## src/design/smfp_pkg.sv

```systemverilog
// Shared types, constants and the CRC-8 byte update for the SMBus frame builder.
// Used by every module of the block; depends on nothing.
package smfp_pkg;

  // Largest payload a frame may carry; longer lengths are clipped to it
  localparam logic [7:0] MAX_PAYLOAD = 8'd252;

  // SMBus PEC polynomial x^8+x^2+x+1 without the top bit
  localparam logic [7:0] CRC_POLY = 8'h07;

  // Register reset values
  localparam logic [7:0] CMD_RESET  = 8'h0F;
  localparam logic [6:0] DEST_RESET = 7'h1D;
  localparam logic [7:0] SRC_RESET  = 8'h21;

  // Register indexes on the configuration port
  localparam int unsigned REG_IDX_W = 2;
  localparam logic [REG_IDX_W-1:0] REG_CMD  = 2'd0;
  localparam logic [REG_IDX_W-1:0] REG_DEST = 2'd1;
  localparam logic [REG_IDX_W-1:0] REG_SRC  = 2'd2;
  localparam int unsigned PADDR_W = 4;

  // Queue between classifier and sequencer
  localparam int unsigned FIFO_DEPTH = 4;
  localparam int unsigned FIFO_PTR_W = $clog2(FIFO_DEPTH);
  localparam int unsigned FIFO_CNT_W = $clog2(FIFO_DEPTH + 1);

  // One classified word: a payload byte and what it opens or closes
  typedef struct packed {
    logic       start;  // open a new frame with header bytes
    logic       last;   // close the frame with the PEC byte
    logic [7:0] data;   // payload byte
    logic [7:0] count;  // byte count field, valid with start
  } entry_t;

  // Configuration seen by the sequencer
  typedef struct packed {
    logic [7:0] cmd_byte;
    logic [6:0] dest_address;
    logic [7:0] source_address;
  } cfg_t;

  // Fold one byte into a running CRC-8
  function automatic logic [7:0] crc8_byte(input logic [7:0] crc, input logic [7:0] data);
    logic [7:0] c;
    c = crc ^ data;
    for (int i = 0; i < 8; i++) begin
      c = c[7] ? ({c[6:0], 1'b0} ^ CRC_POLY) : {c[6:0], 1'b0};
    end
    return c;
  endfunction

endpackage

```

## src/design/smfp_fifo.sv

```systemverilog
// Short word queue between the classifier and the frame sequencer.
// Depends on smfp_pkg for the entry type and depth.
module smfp_fifo
  import smfp_pkg::*;
(
  input  logic                  clk_i,
  input  logic                  rst_ni,
  input  logic                  push_i,
  input  entry_t                push_data_i,
  input  logic                  pop_i,
  output entry_t                head_o,
  output logic                  full_o,
  output logic                  empty_o,
  output logic [FIFO_CNT_W-1:0] count_o
);

  entry_t                mem_q [FIFO_DEPTH];
  logic [FIFO_PTR_W-1:0] wr_ptr_q, wr_ptr_d;
  logic [FIFO_PTR_W-1:0] rd_ptr_q, rd_ptr_d;
  logic [FIFO_CNT_W-1:0] count_q, count_d;

  assign full_o  = (count_q == FIFO_CNT_W'(FIFO_DEPTH));
  assign empty_o = (count_q == '0);
  assign count_o = count_q;
  assign head_o  = mem_q[rd_ptr_q];

  // Advance pointers and occupancy
  always_comb begin
    wr_ptr_d = wr_ptr_q;
    rd_ptr_d = rd_ptr_q;
    count_d  = count_q;
    if (push_i) begin
      wr_ptr_d = wr_ptr_q + 1'b1;
    end
    if (pop_i) begin
      rd_ptr_d = rd_ptr_q + 1'b1;
    end
    if (push_i && !pop_i) begin
      count_d = count_q + 1'b1;
    end else if (!push_i && pop_i) begin
      count_d = count_q - 1'b1;
    end
  end

  always_ff @(posedge clk_i or negedge rst_ni) begin
    if (!rst_ni) begin
      wr_ptr_q <= '0;
      rd_ptr_q <= '0;
      count_q  <= '0;
    end else begin
      wr_ptr_q <= wr_ptr_d;
      rd_ptr_q <= rd_ptr_d;
      count_q  <= count_d;
    end
  end

  // Store words
  always_ff @(posedge clk_i) begin
    if (push_i) begin
      mem_q[wr_ptr_q] <= push_data_i;
    end
  end

endmodule

```

## src/design/smfp_front.sv

```systemverilog
// Input classifier: tracks the open frame and turns each accepted byte of a frame into a queue word.
// Depends on smfp_pkg for the entry type and length limit.
module smfp_front
  import smfp_pkg::*;
(
  input  logic       clk_i,
  input  logic       rst_ni,
  input  logic       in_valid_i,
  output logic       in_ready_o,
  input  logic [7:0] payload_byte_i,
  input  logic       is_first_i,
  input  logic [7:0] payload_length_i,
  input  logic       full_i,
  output logic       push_o,
  output entry_t     push_data_o
);

  logic [7:0] bytes_left_q, bytes_left_d;
  logic [7:0] len_sat;
  logic       accept;

  assign in_ready_o = !full_i;
  assign accept     = in_valid_i && !full_i;

  // Clip the length into 1..MAX_PAYLOAD
  always_comb begin
    len_sat = payload_length_i;
    if (payload_length_i == 8'd0) begin
      len_sat = 8'd1;
    end else if (payload_length_i > MAX_PAYLOAD) begin
      len_sat = MAX_PAYLOAD;
    end
  end

  // Classify: start a frame, continue it, or drop a stray byte
  always_comb begin
    bytes_left_d      = bytes_left_q;
    push_o            = 1'b0;
    push_data_o.start = is_first_i;
    push_data_o.data  = payload_byte_i;
    push_data_o.count = len_sat + 8'd1;
    push_data_o.last  = 1'b0;
    if (accept) begin
      if (is_first_i) begin
        bytes_left_d     = len_sat - 8'd1;
        push_o           = 1'b1;
        push_data_o.last = (len_sat == 8'd1);
      end else if (bytes_left_q != 8'd0) begin
        bytes_left_d     = bytes_left_q - 8'd1;
        push_o           = 1'b1;
        push_data_o.last = (bytes_left_q == 8'd1);
      end
    end
  end

  always_ff @(posedge clk_i or negedge rst_ni) begin
    if (!rst_ni) begin
      bytes_left_q <= 8'd0;
    end else begin
      bytes_left_q <= bytes_left_d;
    end
  end

endmodule

```

## src/design/smfp_back.sv

```systemverilog
// Frame sequencer: queue words to header/payload/PEC bytes, one per cycle unless stalled.
// Depends on smfp_pkg for the entry and config types and the CRC-8 update.
module smfp_back
  import smfp_pkg::*;
(
  input  logic       clk_i,
  input  logic       rst_ni,
  input  cfg_t       cfg_i,
  input  entry_t     head_i,
  input  logic       head_valid_i,
  output logic       pop_o,
  output logic       out_valid_o,
  input  logic       out_ready_i,
  output logic [7:0] frame_byte_o,
  output logic       frame_last_o
);

  typedef enum logic [2:0] {
    PH_HEAD,
    PH_CMD,
    PH_CNT,
    PH_SRC,
    PH_DATA,
    PH_PEC
  } phase_e;

  phase_e     phase_q, phase_d, cur;
  logic [7:0] crc_q, crc_d;
  logic [7:0] addr_crc_q;
  logic [7:0] byte_sel;
  logic [7:0] crc_base;
  logic       last_sel;
  logic       done;
  logic       step;
  logic       out_valid_q;
  logic [7:0] frame_byte_q;
  logic       frame_last_q;

  assign out_valid_o  = out_valid_q;
  assign frame_byte_o = frame_byte_q;
  assign frame_last_o = frame_last_q;

  assign step  = head_valid_i && (!out_valid_q || out_ready_i);
  assign pop_o = step && done;

  // Pick the phase for this cycle: a fresh word opens with header or payload
  always_comb begin
    if (phase_q == PH_HEAD) begin
      cur = head_i.start ? PH_CMD : PH_DATA;
    end else begin
      cur = phase_q;
    end
  end

  // Select the byte, the next phase and whether the word is used up
  always_comb begin
    byte_sel = head_i.data;
    last_sel = 1'b0;
    phase_d  = PH_HEAD;
    done     = 1'b0;
    unique case (cur)
      PH_HEAD: begin
        byte_sel = head_i.data;
      end
      PH_CMD: begin
        byte_sel = cfg_i.cmd_byte;
        phase_d  = PH_CNT;
      end
      PH_CNT: begin
        byte_sel = head_i.count;
        phase_d  = PH_SRC;
      end
      PH_SRC: begin
        byte_sel = cfg_i.source_address;
        phase_d  = PH_DATA;
      end
      PH_DATA: begin
        byte_sel = head_i.data;
        if (head_i.last) begin
          phase_d = PH_PEC;
        end else begin
          done = 1'b1;
        end
      end
      PH_PEC: begin
        byte_sel = crc_q;
        last_sel = 1'b1;
        done     = 1'b1;
      end
      default: begin
        byte_sel = head_i.data;
      end
    endcase
  end

  // Fold the emitted byte into the PEC; the command byte restarts from the address CRC
  assign crc_base = (cur == PH_CMD) ? addr_crc_q : crc_q;
  assign crc_d    = last_sel ? crc_q : crc8_byte(crc_base, byte_sel);

  // Hold phase, PEC and the output word
  always_ff @(posedge clk_i or negedge rst_ni) begin
    if (!rst_ni) begin
      phase_q      <= PH_HEAD;
      crc_q        <= 8'd0;
      addr_crc_q   <= crc8_byte(8'd0, {DEST_RESET, 1'b0});
      out_valid_q  <= 1'b0;
      frame_byte_q <= 8'd0;
      frame_last_q <= 1'b0;
    end else begin
      addr_crc_q <= crc8_byte(8'd0, {cfg_i.dest_address, 1'b0});
      if (step) begin
        phase_q      <= phase_d;
        crc_q        <= crc_d;
        out_valid_q  <= 1'b1;
        frame_byte_q <= byte_sel;
        frame_last_q <= last_sel;
      end else if (out_ready_i) begin
        out_valid_q <= 1'b0;
      end
    end
  end

endmodule

```

## src/design/smbus_mctp_tx_framer_pec.sv

```systemverilog
// SMBus block-write framer with PEC: config registers, classifier, word queue, sequencer.
// The first frame byte of a payload word is registered in the word queue, then in the sequencer output.
// Throughput: one output byte per cycle while the sink is ready; a first word expands to 4 or 5 bytes,
// others to 1 or 2, so input words are taken one per cycle while the 4-entry queue has room.
// Reset (rst_ni low, asynchronous) closes any open frame, empties the queue and restores
// the registers to command 0x0F, destination 0x1D and source 0x21.
module smbus_mctp_tx_framer_pec
  import smfp_pkg::*;
(
  input  logic               clk_i,
  input  logic               rst_ni,
  // configuration port
  input  logic               psel,
  input  logic               penable,
  input  logic               pwrite,
  input  logic [PADDR_W-1:0] paddr,
  input  logic [31:0]        pwdata,
  output logic [31:0]        prdata,
  output logic               pready,
  // input words
  input  logic               in_valid_i,
  output logic               in_ready_o,
  input  logic [7:0]         payload_byte_i,
  input  logic               is_first_i,
  input  logic [7:0]         payload_length_i,
  // output words
  output logic               out_valid_o,
  input  logic               out_ready_i,
  output logic [7:0]         frame_byte_o,
  output logic               frame_last_o
);

  logic [7:0]            cmd_byte_q;
  logic [6:0]            dest_address_q;
  logic [7:0]            source_address_q;
  logic [REG_IDX_W-1:0]  reg_idx;
  logic                  cfg_wr;
  cfg_t                  cfg;
  entry_t                push_data;
  entry_t                head;
  logic                  push;
  logic                  pop;
  logic                  full;
  logic                  empty;
  logic [FIFO_CNT_W-1:0] count;

  assign pready  = 1'b1;
  assign reg_idx = paddr[PADDR_W-1:2];
  assign cfg_wr  = psel && penable && pwrite;

  // Write configuration registers
  always_ff @(posedge clk_i or negedge rst_ni) begin
    if (!rst_ni) begin
      cmd_byte_q       <= CMD_RESET;
      dest_address_q   <= DEST_RESET;
      source_address_q <= SRC_RESET;
    end else if (cfg_wr) begin
      if (reg_idx == REG_CMD) begin
        cmd_byte_q <= pwdata[7:0];
      end
      if (reg_idx == REG_DEST) begin
        dest_address_q <= pwdata[6:0];
      end
      if (reg_idx == REG_SRC) begin
        source_address_q <= pwdata[7:0];
      end
    end
  end

  // Read back registers
  always_comb begin
    prdata = 32'd0;
    if (reg_idx == REG_CMD) begin
      prdata = {24'd0, cmd_byte_q};
    end else if (reg_idx == REG_DEST) begin
      prdata = {25'd0, dest_address_q};
    end else if (reg_idx == REG_SRC) begin
      prdata = {24'd0, source_address_q};
    end
  end

  assign cfg.cmd_byte       = cmd_byte_q;
  assign cfg.dest_address   = dest_address_q;
  assign cfg.source_address = source_address_q;

  smfp_front u_front (
    .clk_i            (clk_i),
    .rst_ni           (rst_ni),
    .in_valid_i       (in_valid_i),
    .in_ready_o       (in_ready_o),
    .payload_byte_i   (payload_byte_i),
    .is_first_i       (is_first_i),
    .payload_length_i (payload_length_i),
    .full_i           (full),
    .push_o           (push),
    .push_data_o      (push_data)
  );

  smfp_fifo u_fifo (
    .clk_i       (clk_i),
    .rst_ni      (rst_ni),
    .push_i      (push),
    .push_data_i (push_data),
    .pop_i       (pop),
    .head_o      (head),
    .full_o      (full),
    .empty_o     (empty),
    .count_o     (count)
  );

  smfp_back u_back (
    .clk_i        (clk_i),
    .rst_ni       (rst_ni),
    .cfg_i        (cfg),
    .head_i       (head),
    .head_valid_i (!empty),
    .pop_o        (pop),
    .out_valid_o  (out_valid_o),
    .out_ready_i  (out_ready_i),
    .frame_byte_o (frame_byte_o),
    .frame_last_o (frame_last_o)
  );

`ifndef SYNTHESIS
  a_no_push_full: assert property (@(posedge clk_i) disable iff (!rst_ni)
    push |-> !full)
    else $error("queue written while full");

  a_no_pop_empty: assert property (@(posedge clk_i) disable iff (!rst_ni)
    pop |-> !empty)
    else $error("queue read while empty");

  a_count_track: assert property (@(posedge clk_i) disable iff (!rst_ni)
    (push && !pop) |=> (count == $past(count) + 1'b1))
    else $error("queue occupancy lost a word");
`endif

endmodule

```

## config.mk

```make
export PLATFORM = sky130hd
export DESIGN_NAME = smbus_mctp_tx_framer_pec
export DESIGN_NICKNAME = d
export VERILOG_FILES = /design/src/design/smfp_pkg.sv /design/src/design/smfp_fifo.sv /design/src/design/smfp_front.sv /design/src/design/smfp_back.sv /design/src/design/smbus_mctp_tx_framer_pec.sv
export SDC_FILE = /design/constraint.sdc
export NUM_CORES = 1
export LEC_CHECK = 0
export BUFFER_PORTS_ARGS = -buffer_cell sky130_fd_sc_hd__buf_2
export CORE_MARGIN = 2
export CORE_UTILIZATION = 40
export CTS_CLUSTER_SIZE = 25
export DETAILED_ROUTE_END_ITERATION = 10
export PLACE_DENSITY = 0.66
export SETUP_SLACK_MARGIN = 0.4
export SLEW_MARGIN = 20
export SYNTH_ARGS = -nofsm -noshare
export SYNTH_HDL_FRONTEND = slang
export SYNTH_HIERARCHICAL = 1
export SYNTH_SLANG_ARGS = --single-unit
```

## constraint.sdc

```tcl
create_clock -name clk_i -period 6.9 [get_ports clk_i]
set_input_delay 1.38 -clock clk_i [delete_from_list [all_inputs] [get_ports clk_i]]
set_output_delay 1.38 -clock clk_i [all_outputs]
set_load 0.03 [all_outputs]
```

* Word level (Yosys, flattened, before mapping) *
Memory sizes are Yosys's and may differ from the RTL's.
Cells that the tools add are included.

word-level totals
  register bits = 67
  RAM bits = 72
  bits in read-only memories = 0
  bits in latches = 0
  memories = 1

cells by class
  magnitude comparators = 1
  reductions and logical operators = 26
  add/subtract/negate cells = 7
  shift operators = 0
  bitwise gates (word level) = 18
  $mul = 0
  equality and inequality tests = 10
  multiplexer cells = 44
  div/mod/pow operators = 0

memories
  memory        depth  width  rd ports  clocked after memory_dff  wr ports  line             source
  u_fifo.mem_q  4      18     1         0                         1         smfp_fifo.sv:17  entry_t mem_q [FIFO_DEPTH];

operators with widths
  cell                                                                   number
  8-bit two-way mux                                                      8
  3-bit two-way mux                                                      21
  3-bit inverter                                                         16
  8-bit case mux with 4 select lines                                     1
  8-bit by 1-bit equality test with 1-bit output, second input constant  2
  8-bit by 1-bit subtractor with 8-bit output, second input constant     2
  1-bit two-way mux                                                      12
  3-bit case mux with 4 select lines                                     1
  2-bit AND reduction                                                    5
  3-bit equality test, second input constant                             3
  8-bit by 1-bit adder with 8-bit output, second input constant          1
  8-bit > comparator, second input constant                              1
  8-bit zero test                                                        1
  8-bit nonzero test                                                     1
  8-bit bitwise XOR                                                      1
  1-bit logical AND                                                      7
  3-bit by 2-bit equality test with 1-bit output, second input constant  2
  3-bit zero test                                                        2
  2-bit nonzero test                                                     3
  1-bit zero test                                                        5
  2-bit by 1-bit adder with 2-bit output, second input constant          2
  3-bit by 1-bit adder with 3-bit output, second input constant          1
  3-bit by 1-bit equality test with 1-bit output, second input constant  1
  3-bit by 1-bit subtractor with 3-bit output, second input constant     1
  other kinds (6)                                                        6

* Logic depth before layout (Yosys ltp) *
An unclocked memory read counts as a cell.

  depth in word-level cells = 22
  depth in mapped cells = 13
  depth with buffers taken out = 11

* By module *
The synthesis kept the hierarchy.

modules (own cells, without submodules)
  module                    area each (um^2)  times used  cells an instance
  smfp_fifo                 2992.9            1           128
  smfp_back                 2008.2            1           193
  smbus_mctp_tx_framer_pec  1292.5            1           105
  smfp_front                973.4             1           116

* Worst setup path after synthesis *
OpenSTA, ideal clock, no wires.

  path type = in2out
  start point = input port paddr[2]
  end point = output port prdata[0]
  required time = 5.520 ns
  cell stages on the path = 3
  data arrival time = 2.406 ns
  path slack = 3.114 ns
  buffers on the path = 1
  cell sequence = buf_2 -> mux2i_1 -> o21ai_0

on the way
  word-level cells in the longest chain between the ends = 4
  elaborated cells on any way between the ends = 6
  classes of those cells = eq/ne (2); mux (3); reduce/logical (1)

RTL lines
  element                line                            source
  start: declaration     smbus_mctp_tx_framer_pec.sv:16  input logic [PADDR_W-1:0] paddr,
  2-bit equality test    smbus_mctp_tx_framer_pec.sv:77  end else if (reg_idx == REG_SRC) begin
  8-bit two-way mux      smbus_mctp_tx_framer_pec.sv:77
  8-bit two-way mux      smbus_mctp_tx_framer_pec.sv:75  end else if (reg_idx == REG_DEST) begin
  8-bit two-way mux (*)  smbus_mctp_tx_framer_pec.sv:73  if (reg_idx == REG_CMD) begin
  end: declaration       smbus_mctp_tx_framer_pec.sv:18  output logic [31:0] prdata,

Every way passes the cells marked *; elsewhere a longest branch is shown, timed or not.

* Worst setup path in the final report *
  start point = input port paddr[3]
  end point = output port prdata[5]

The elaborated chain is that of the path after synthesis.

==> impl_metrics.tcl <==
set metrics [dict create \
    outcome "finished, final reports clean" \
    cts_tree "done" \
    leakagePower_uw 0.00318 \
    drc_errors 0 \
    ys_warn_count 6 \
    dr.pass1.iters 6 \
    core_sq_mm 0.0179 \
    cpMostUsedCell "buf_2" \
    die_h_um 139 \
    synth_edf_count 72 \
    finalSetupViolCount 0 \
    cts-root-buf "clkbuf_16" \
    ff2ff_setup_slack_ps 3180 \
    maxSlewHeadroom 0.332 \
    cp_slowest_cell "nor2b_1" \
    post_synth_num_cell_types 78 \
    power.density_mw_per_mm2 507 \
    areaGrowthSynthToFinish_pct 10.4 \
    num_vias 4221 \
    ys_ff_latch 139 \
    drive_gt1_frac 0.288 \
    first_iter_violations 298 \
    post_drt_wl_per_cell_um 17.4 \
    yosysMostFrequentCell "edfxtp_1" \
    cts_resized 0 \
    ys.flop_type "edfxtp_1" \
    fin_skew_ps 7.13 \
    clk_pin_slew_ps 60 \
    synth_area_sq_mm 0.00727 \
    gp_congestion 0.842 \
    setup.worst_path.start_class "primary input" \
    critPathCaptureType "output port" \
    htreeDepth 4 \
    die_w_um 139 \
    nets 649 \
    grt_remaining_overflow 0 \
    critPathRequiredTime_ps 5520 \
    worst_pin_slew_ps 1000 \
    wl_mm 14.2 \
    critical_path.cell_chain "buf_2 > nor2b_1 > nand2_1 > o21ai_0 > buf_2" \
    finalHoldViolations 0 \
    ios 104 \
    max_stage_delay_ps 470 \
    ys_seq_area_frac 0.531 \
    period_share 0.571 \
    grt_use_total 0.153 \
    synth_common_cells "edfxtp_1, dfrtp_1, buf_4" \
    slew_violations 0 \
    tns_ps 0 \
    hp-class "register to register" \
    pre_cts_ws_ps 2860 \
    yosysTopAreaCell "edfxtp_1" \
    cts-buffers-inserted 17 \
    start_util 0.406 \
    antenna_found_initial 0 \
    rows 49 \
    grt_start_max_net_pins 68 \
    fin_ws_ps 2960 \
    dieArea_sq_mm 0.0193 \
    syn_avg_cell_area_sq_um 13.4 \
    ys_top_cells_by_area "edfxtp_1, dfrtp_1, mux4_2" \
    worstPathArrival_ps 2560 \
    ctsHoldBuffers 0 \
    clock_sinks 139 \
    post_cts_buffers 0 \
    rsz0062_at_grt "false" \
    drv_cap 0 \
    clkLatencyLatePin_ps 420 \
    diodes 0 \
    async_flop_share 0.482 \
    viasPerCell 5.15 \
    grt_pass1_wl_mm 23.0 \
    grt_pass1_vias 4389 \
    cts_buffer_depth 2 \
    synth_top_area_frac 0.298 \
    worst-setup-path-type "primary input to output port" \
    ant_nets 0 \
    dp_hpwl_mm 10.1 \
    fmax_ghz 0.254 \
    vdd_ir_drop_max_mv 0.740 \
    portBuffers 52 \
    synthCells 542 \
    fin_crit_ps 3940 \
    crit_fanout 12 \
]
## critical path, delay by kind of cell
family,cells,cell delay (ps)
buf+inv,2,460
compound gates,1,120
simple gates,2,590
## sequential cells by signal, summed over array words and instances, names as in the netlist, 2 cells and up
signal / flops
u_fifo/mem_q: 72
u_back/crc_q: 8
u_fifo/rd_ptr_q: 2
u_back/frame_byte_o: 8
u_front/bytes_left_q: 8
source_address_q: 8
cmd_byte_q: 8
dest_address_q: 7
u_fifo/wr_ptr_q: 2
u_back/addr_crc_q: 8
u_back/phase_q: 3
u_fifo/count_o: 3
## cell usage in the layout, fill, tap and decap left out, types with 3 or more instances in the layout
master,count
clkinv_2,3
dfrtp_1,53
mux2_4,7
and2_1,5
xnor3_1,6
xor2_1,14
a211oi_1,3
clkinvlp_4,4
xnor2_1,19
nor2b_1,5
inv_1,17
nand2b_1,7
clkbuf_16,17
mux4_2,18
o22a_1,4
conb_1,25
a22o_1,4
a22oi_1,4
edfxtp_1,72
buf_2,52
nand3_1,3
mux2i_1,21
nand2_1,34
nor2_1,16
a21oi_1,8
nand4_1,3
o22ai_1,5
dfstp_2,14
nor3_1,6
nor3b_1,5
ha_1,11
o21ai_0,28
a21o_1,3
mux2_2,29
clkinv_1,3
a32oi_1,4
## cells by family (layout without fill, tap and decap cells)
logic type	Yosys count	in the layout	share of synthesized area
flops	139	139	0.531
simple gates	107	107	0.0852
compound gates	85	85	0.0809
buf+inv	78	103	0.0675
mux	76	76	0.146
xor+xnor	43	43	0.0673
fa+ha+maj	12	12	0.0217
other cells	2	25	0.00103
## layout make-up
class,instances,area (sq um)
Sequential cell,139,3860
Fill cell,1606,9880
Clock buffer,19,433
Tap cell,229,287
Clock inverter,13,104
Inverter,17,63.8
Multi-Input combinational cell,348,3010
Timing Repair Buffer,54,275
## through the flow
step                total power (uW)  utilization  instances  instance area [sq um]  hold slack [ps]
global route                    4340        0.448        819                   8030              529
finish                          4070        0.448        819                   8030              490
global placement                3220        0.418        787                   7490              473
detailed placement              3270        0.418        787                   7490              480
floorplan                       2930            -        565                   7350              456
CTS                             4110        0.448        819                   8030              491
## power by group
| group | total (uW) | internal, uW | leakage (uW) | switching [uW] |
|---|---|---|---|---|
| logic | 1840 | 962 | 0.00149 | 876 |
| registers | 1410 | 1170 | 0.00144 | 245 |
| clock network | 821 | 489 | 0.000251 | 332 |
| total | 4070 | 2620 | 0.00318 | 1450 |
## path summary, 6_finish.rpt
check / cells after the start / end / startpoint
hold reg to reg: 1 / u_fifo/count_o[2] / u_fifo/count_o[2]
setup / recovery: 5 / prdata[5] / paddr[3]
max in group asynchronous: 2 / source_address_q[7] / rst_ni
setup reg to reg: 9 / u_fifo/count_o[1] / u_fifo/rd_ptr_q[0]
min in group asynchronous: 2 / u_back/out_valid_o / rst_ni
hold / removal: 1 / u_fifo/count_o[2] / u_fifo/count_o[2]
## routing by layer
layer,share of wire,vias up,GRT usage
li1,-,2001,-
met1,0.43,2120,0.189
met2,0.51,80,0.262
met3,0.039,20,0.0366
met5,0,-,0
met4,0.019,0,0.0590
No activity file was read; power rests on OpenSTA's default activity.
